`src/sv/gpn_pkg.sv`:
```
// package: constants, types and tables for the gaussian profile normalizer
`default_nettype none
package gpn_pkg;
    localparam int unsigned MAX_NODES_DEF = 64;
    localparam int unsigned CFG_W = 16;
    localparam int unsigned CFG_IDX_W = 3;
    localparam logic [CFG_IDX_W-1:0] REG_PEAK = 3'd0;
    localparam logic [CFG_IDX_W-1:0] REG_SPREAD = 3'd1;
    localparam logic [CFG_IDX_W-1:0] REG_SPACING = 3'd2;
    localparam logic [CFG_IDX_W-1:0] REG_AREA = 3'd3;
    localparam logic [CFG_IDX_W-1:0] REG_COUNT = 3'd4;
    localparam logic [16:0] LOG2E_Q16 = 17'd94548;

    typedef struct packed {
        logic div_start;
        logic div_mode;
        logic wr_weight;
        logic acc_clear;
        logic acc_add;
        logic load_q;
        logic out_load;
    } t_cmd;

    typedef struct packed {
        logic div_done;
    } t_sts;

    function automatic logic [16:0] pow2_lookup(input logic [4:0] j);
        logic [16:0] v;
        begin
            case (j)
                5'd0: v = 17'd65536;  5'd1: v = 17'd62757;
                5'd2: v = 17'd60097;  5'd3: v = 17'd57549;
                5'd4: v = 17'd55108;  5'd5: v = 17'd52773;
                5'd6: v = 17'd50535;  5'd7: v = 17'd48392;
                5'd8: v = 17'd46341;  5'd9: v = 17'd44376;
                5'd10: v = 17'd42495; 5'd11: v = 17'd40693;
                5'd12: v = 17'd38968; 5'd13: v = 17'd37316;
                5'd14: v = 17'd35734; 5'd15: v = 17'd34219;
                default: v = 17'd32768;
            endcase
            return v;
        end
    endfunction
endpackage
`default_nettype wire

```
`src/sv/gpn_ctrl.sv`:
```
// controller: sequences the weight pass, the sum and the density pass
`default_nettype none
module gpn_ctrl #(
    parameter int unsigned MAX_NODES = gpn_pkg::MAX_NODES_DEF,
    parameter int unsigned IDX_W = $clog2(MAX_NODES)
) (
    input  wire logic             i_clk,
    input  wire logic             i_rst_n,
    input  wire logic             i_start,
    input  wire logic [6:0]       i_count,
    input  wire logic             i_out_stall,
    input  wire gpn_pkg::t_sts    i_sts,
    output gpn_pkg::t_cmd         o_cmd,
    output logic [IDX_W-1:0]      o_node,
    output logic                  o_is_end,
    output logic                  o_is_last,
    output logic                  o_busy,
    output logic                  o_out_valid
);
    import gpn_pkg::*;

    localparam logic [3:0] S_IDLE = 4'd0;
    localparam logic [3:0] S_WSTART = 4'd1;
    localparam logic [3:0] S_WDIV = 4'd2;
    localparam logic [3:0] S_WEXP1 = 4'd3;
    localparam logic [3:0] S_WEXP2 = 4'd4;
    localparam logic [3:0] S_WSTORE = 4'd5;
    localparam logic [3:0] S_QLOAD = 4'd6;
    localparam logic [3:0] S_READ = 4'd7;
    localparam logic [3:0] S_DDIV = 4'd8;
    localparam logic [3:0] S_OUT = 4'd9;

    logic [3:0]       r_state, n_state;
    logic [IDX_W-1:0] r_node, n_node;
    logic [IDX_W:0]   r_last_idx, n_last_idx;
    logic             r_valid, n_valid;
    logic             r_go;

    always_comb begin
        n_state = r_state;
        n_node = r_node;
        n_last_idx = r_last_idx;
        n_valid = r_valid;
        o_cmd = '0;
        if (r_valid && !i_out_stall) begin
            n_valid = 1'b0;
        end
        case (r_state)
            S_IDLE: begin
                if (i_start) begin
                    if (i_count < 7'd3) begin
                        n_last_idx = (IDX_W+1)'(2);
                    end else if (32'(i_count) > MAX_NODES) begin
                        n_last_idx = (IDX_W+1)'(MAX_NODES - 1);
                    end else begin
                        n_last_idx = (IDX_W+1)'(i_count - 7'd1);
                    end
                    n_node = '0;
                    o_cmd.acc_clear = 1'b1;
                    n_state = S_WSTART;
                end
            end
            S_WSTART: begin
                o_cmd.div_start = 1'b1;
                n_state = S_WDIV;
            end
            S_WDIV: begin
                if (i_sts.div_done) begin
                    n_state = S_WEXP1;
                end
            end
            S_WEXP1: begin
                n_state = S_WEXP2;
            end
            S_WEXP2: begin
                n_state = S_WSTORE;
            end
            S_WSTORE: begin
                o_cmd.wr_weight = 1'b1;
                o_cmd.acc_add = 1'b1;
                if ((IDX_W+1)'(r_node) == r_last_idx) begin
                    n_state = S_QLOAD;
                end else begin
                    n_node = r_node + IDX_W'(1);
                    n_state = S_WSTART;
                end
            end
            S_QLOAD: begin
                o_cmd.load_q = 1'b1;
                n_node = '0;
                n_state = S_READ;
            end
            S_READ: begin
                if (r_go) begin
                    o_cmd.div_start = 1'b1;
                    o_cmd.div_mode = 1'b1;
                    n_state = S_DDIV;
                end
            end
            S_DDIV: begin
                if (i_sts.div_done) begin
                    n_state = S_OUT;
                end
            end
            S_OUT: begin
                if (!r_valid || !i_out_stall) begin
                    o_cmd.out_load = 1'b1;
                    n_valid = 1'b1;
                    if ((IDX_W+1)'(r_node) == r_last_idx) begin
                        n_state = S_IDLE;
                    end else begin
                        n_node = r_node + IDX_W'(1);
                        n_state = S_READ;
                    end
                end
            end
            default: n_state = S_IDLE;
        endcase
    end

    always_ff @(posedge i_clk) begin
        if (!i_rst_n) begin
            r_state <= S_IDLE;
            r_node <= '0;
            r_last_idx <= '0;
            r_valid <= 1'b0;
            r_go <= 1'b0;
        end else begin
            r_state <= n_state;
            r_node <= n_node;
            r_last_idx <= n_last_idx;
            r_valid <= n_valid;
            r_go <= (r_state == S_READ) && !r_go;
        end
    end

    assign o_node = r_node;
    assign o_is_end = (r_node == '0) || ((IDX_W+1)'(r_node) == r_last_idx);
    assign o_is_last = (IDX_W+1)'(r_node) == r_last_idx;
    assign o_busy = r_state != S_IDLE;
    assign o_out_valid = r_valid;
endmodule
`default_nettype wire

```
`config.mk`:
```
export PLATFORM = sky130hd
export DESIGN_NAME = gpn_ctrl
export DESIGN_NICKNAME = d
export VERILOG_FILES = /design/src/sv/gpn_pkg.sv /design/src/sv/gpn_ctrl.sv
export SDC_FILE = /design/constraint.sdc
export NUM_CORES = 1
export LEC_CHECK = 0
export ABC_AREA = 1
export BUFFER_PORTS_ARGS = -buffer_cell sky130_fd_sc_hd__buf_2
export CORE_MARGIN = 2
export CORE_UTILIZATION = 58
export CTS_CLUSTER_DIAMETER = 40
export DETAILED_ROUTE_END_ITERATION = 12
export HOLD_SLACK_MARGIN = 0.12
export PLACE_DENSITY = 0.94
export SLEW_MARGIN = 40
export SYNTH_ARGS = -nofsm -noshare
export SYNTH_HDL_FRONTEND = slang
export SYNTH_SLANG_ARGS = --single-unit
```
`constraint.sdc`:
```
create_clock -name i_clk -period 2 [get_ports i_clk]
set_input_delay 0.1 -clock i_clk [delete_from_list [all_inputs] [get_ports i_clk]]
set_output_delay 0.1 -clock i_clk [all_outputs]
set_load 0.005 [all_outputs]
```
==> metrics.csv, run 1 <==
metric,value,unit
area_growth,14.2,%
insertion_delay,300,ps
rsz0062_at_grt,false,
run_status,"complete, no violations",
grt_pass1_vias,1291,
cts_resized,0,
grt-ovfl-total,0,
core_area,0.00223,sq mm
ir_worst_vdd,0.603,mV
swShare,0.432,
setup_violations,0,
fp.dieH,53.0,um
fp.dieW,53.0,um
slew_viol_final,0,
power_density,823,mW/mm^2
ys_warn_count,0,
viasPerCell,5.21,
grtUsageTotal,0.259,
clock-root-buffer,clkbuf_4,
cts_buffers,3,
cts_max_level,1,
hold_buffers,2,
hpwl,2400,um
post_cts_buffers,0,
fmax,594,MHz
num_rows,17,
p_leak,0.777,nW
num_vias,1407,
wl_per_cell,11.3,um
start_util,0.625,
mappedNetlistNets,228,
ys_types,31,
placed_area,0.00155,sq mm
fin_setup_tns,0,ps
finClkSkew,1.68,ps
end_kind,output pin,
drc,0,
fin_crit_sh,0.842,
layout_common_cells,"nand2_1, inv_1, buf_2",
crit_fanout,8,
crit_start,o_node[0],
nets,259,
final_cell_area,0.00159,sq mm
worstMarginPinSlew,475,ps
combPwrFrac,0.488,
holdCritStartpoint,i_count[6],
cts_buffer_depth,2,
synth_area,0.00140,sq mm
syn_inst,212,
clkPwrFrac,0.150,
drt_iter0_drc,31,
fin_crit,1680,ps
crit_path_start_kind,register,
port_buffers,28,
min_path_type,input port to register,
firstDrtPassIters,4,
seq_area_frac_synth,0.273,
grt_max_degree,19,
hold_viol,0,
drive_gt1_frac,0.240,
required,1900,ps
clk_pin_slew,100,ps
critPathKind,register to output pin,
cap_viol_max_count,0,
grt_pass1_wl,5350,um
pwr-share-seq,0.362,
ant_nets,0,
io-pin-count,29,
layout_commonest_cell,nand2_1,
place_congestion,0.909,
crit_arrival,1580,ps
relSlewSlack,0.681,
avgSynthCellArea,6.58,sq um
diodes,0,
clock_sinks,19,
p_sw,0.566,mW
p_int,0.745,mW
cts_tree,done,
dieArea,0.00281,sq mm
antenna_found_initial,0,
r2r_start,o_node[0],
synth-seq-cells,19,
wl,3050,um
-- cells in the mapped netlist --
cell type  instances  area [sq um]
inv_2              9          33.8
nor2_8             2          40.0
inv_1             30           113
clkbuf_1           1          3.75
nand2_1           48           180
nor3_1             1          5.00
nor3_2             1          10.0
o22ai_1            1          6.26
clkinv_1           1          3.75
nand2_4            1          11.3
nand2_2            5          31.3
ha_1               4          50.1
a21oi_2            1          8.76
nand4_1            6          37.5
nor2_2             3          18.8
xor2_1             4          35.0
o31ai_1            1          7.51
o211ai_1           2          15.0
a21oi_1           23           115
buf_4              2          15.0
o21a_1             1          7.51
o21ai_4            1          16.3
o21ai_0            7          35.0
nand3_1           14          70.1
nor3_4             2          32.5
o21ai_1            1          5.00
buf_2              1          5.00
nor2_1            15          56.3
nand3_2            2          20.0
dfxtp_1           19           380
xnor2_1            3          26.3
-- metrics by stage --
stage | setup slack [ps] | std cells | total power [mW] | utilization | hold slack (ps)
after detailed placement | 384 | 264 | 1.11 | 0.692 | 356
after global placement | 448 | 264 | 1.10 | 0.692 | 347
final | 317 | 270 | 1.31 | 0.713 | 129
after CTS | 313 | 270 | 1.31 | 0.713 | 128
after floorplan | 586 | 212 | 0.975 | - | 241
after global routing | 151 | 270 | 1.42 | 0.713 | 178
-- cell families (layout without fill, tap and decap cells) --
logic type,count (synthesis),after routing,synth area share
AOI/OAI and AO/OA,38,38,0.155
adders and majority gates,4,4,0.0359
DFF,19,19,0.273
and+or+nand+nor,100,100,0.368
xor gates and xnor gates,7,7,0.0439
buffers and inverters,44,74,0.125
-- cell type report --
cell class,count,area (sq um)
Timing Repair Buffer,30,160
Fill cell,208,641
Sequential cell,19,380
Inverter,40,150
Clock buffer,4,26.3
Multi-Input combinational cell,149,841
Tap cell,28,35.0
-- flip-flops by register name, indices dropped and copies added, names as in the netlist --
signal       flops
r_go             1
r_last_idx       7
r_state          4
o_out_valid      1
o_node           6
-- worst max-delay path, stage by stage (launching register included) --
cell     delay, ps
dfxtp_1        500
nand2_1         90
inv_1           60
nor2_1          30
nor2_1         140
nand3_2        190
inv_1          150
buf_2          120
-- power groups by stage --
| stage | Combinational (mW) | Sequential, mW | Clock [mW] |
|---|---|---|---|
| 6_report | 0.639 | 0.475 | 0.197 |
| 5_1_grt | 0.718 | 0.483 | 0.218 |
| 4_1_cts | 0.637 | 0.474 | 0.201 |
| 3_5_place_dp | 0.628 | 0.482 | 0 |
| 3_3_place_gp | 0.617 | 0.481 | 0 |
| 2_1_floorplan | 0.503 | 0.471 | 0 |
-- routing by layer --
| metal | wire [um] | GRT usage | up-vias |
|---|---|---|---|
| met3 | 165 | 0.0452 | 9 |
| met4 | 64 | 0.111 | 0 |
| met2 | 1390 | 0.442 | 44 |
| li1 | - | - | 737 |
| met1 | 1430 | 0.318 | 617 |
| met5 | 0 | 0 | - |
-- path summary, 6_finish.rpt --
path	slack (ps)	cells past startpoint	endpoint
worst max-delay path	320	7	o_is_last
worst min-delay path	130	4	r_last_idx[6]
worst max register to register	360	10	o_node[1]
worst min register to register	470	2	r_last_idx[6]
No activity file was read; power rests on OpenSTA's default activity.
==> inputs of run 2 (changes only) <==
- CORE_UTILIZATION: 58 -> 54
- PLACE_DENSITY: 0.94 -> 0.89
- clock period: 2 -> 1.7 ns (I/O delays scaled with it)
==> run 2 against run 1 <==
Critical path depth is 2 higher; sequential share of layout area is 0.18 points lower; first-iteration DRC count is 39% higher; cell area is 4.4% higher; worst hold slack better by 29 ps; largest power group unchanged; worst setup slack worse by 200 ps; register-to-register slack worse by 240 ps; power is 22% higher; clock skew is 11 ps higher; via count is 4.4% higher; wire length is 10% higher.
==> metrics.csv, run 2 (synthesized netlist as in run 1, its figures left out) <==
metric,value,unit
fmax,631,MHz
crit_fanout,7,
wl,3360,um
clkPwrFrac,0.150,
run_status,"complete, no violations",
diodes,0,
p_sw,0.708,mW
cts_tree,done,
core_area,0.00245,sq mm
regArea,394,sq um
power_density,961,mW/mm^2
grt_pass1_wl,5240,um
finClkSkew,12.5,ps
hold_ws,158,ps
finalWorstSetupSlack,115,ps
cpPeakStageDelay,400,ps
pwr-share-seq,0.350,
swShare,0.443,
hold_viol,0,
total_power,1.60,mW
min_path_type,input port to register,
crit_path_start_kind,register,
use_met1,0.291,
rsz0062_at_grt,true,
crit_arrival,1810,ps
layout_common_cells,"nand2_1, inv_1, buf_2",
grt_pass1_vias,1272,
firstDrtPassIters,4,
final_cell_area,0.00166,sq mm
viasPerCell,5.34,
end_kind,register,
insertion_delay,310,ps
multi_input_area,868,sq um
clk_pin_slew,120,ps
fp.dieW,54.8,um
dp_worst_setup_slack,79.1,ps
required,1930,ps
p_leak,0.806,nW
cp_cell_sequence,"nor2_2, inv_2, nor2_8, inv_2, o21ai_4, nor2_8, nand2_4, nand2_1, a21oi_1",
cts_buffer_depth,2,
drt_iter0_drc,43,
ant_nets,0,
combPwrFrac,0.500,
globalRouteMet2Util,0.427,
ir_worst_vdd,0.832,mV
wl_per_cell,12.2,um
start_util,0.568,
area_growth,19.2,%
p_int,0.890,mW
cts_buffers,3,
hpwl,2500,um
slew_viol_final,0,
fin_setup_tns,0,ps
layout_commonest_cell,nand2_1,
drc,0,
cp_slowest_cell,dfxtp_1,
nets,262,
grt_max_degree,19,
place_congestion,0.924,
regMostFlops,r_last_idx,
drive_gt1_frac,0.290,
dieArea,0.00301,sq mm
fillers,223,
cap_viol_max_count,0,
clock-root-buffer,clkbuf_4,
clock_sinks,19,
largest_reg_flops,7,
num_rows,18,
placed_area,0.00156,sq mm
post_cts_buffers,0,
placed_cells,268,
grt-ovfl-total,0,
cts_max_level,1,
io-pin-count,29,
top_usage_layer,met2,
critPathKind,register to register,
setup_violations,0,
antenna_found_initial,0,
fp.dieH,54.8,um
stdcell_count,275,
relSlewSlack,0.685,
fin_crit_sh,0.932,
fin_crit,1580,ps
fin_util,0.677,
grtUsageTotal,0.239,
grtUsageMet3,0.0328,
worstMarginPinSlew,469,ps
port_buffers,28,
num_vias,1469,
-- run 2: cell types whose count changed in the layout (fill, tap and decap cells not counted), sizes merged --
cell         change
buf              +2
clkinv           +1
clkbuf           -1
dlygate4sd3      +1
-- run 2: power groups by stage --
stage	Clock, mW	Sequential (mW)	Combinational [mW]
finish	0.240	0.559	0.799
global route	0.261	0.565	0.894
CTS	0.247	0.557	0.752
detailed placement	0	0.568	0.743
global placement	0	0.565	0.724
floorplan	0	0.555	0.592
-- run 2: path summary, 6_finish.rpt --
kind                                      end     startpoint  slack (ps)  cells past startpoint
worst min-delay path            r_last_idx[3]     i_count[3]         160                      4
worst max-delay path                o_node[1]     r_state[1]         120                      9
worst min register to register  r_last_idx[6]  r_last_idx[6]         490                      2
worst max register to register      o_node[1]     r_state[1]         120                      9
-- run 2: critical path, delay by kind of cell (launching register included) --
family	cells	cell delay [ps]
buffers and inverters	2	160
AO/OA/AOI/OAI	2	370
flip-flops	1	400
AND/OR/NAND/NOR	5	570
-- run 2: area by class of cell --
| type | count | area share |
|---|---|---|
| Sequential cell | 19 | 0.237 |
| Clock inverter | 1 | 0.00301 |
| Tap cell | 30 | 0.0226 |
| Inverter | 40 | 0.0903 |
| Clock buffer | 3 | 0.0135 |
| Timing Repair Buffer | 33 | 0.111 |
| Multi-Input combinational cell | 149 | 0.522 |
-- run 2: metal layers --
| metal | routed length [um] | vias to the layer above |
|---|---|---|
| met2 | 1660 | 49 |
| met5 | 0 | - |
| met3 | 173 | 7 |
| met4 | 61 | 0 |
| met1 | 1470 | 673 |
| li1 | - | 740 |
-- run 2: timing repair --
item                                    in CTS  in global routing
endpoints found under the hold margin        3                  0
resized for setup                            2                 13
hold buffers                                 3                  0
endpoints found under the setup margin       2                 16
pin swaps                                    0                  1
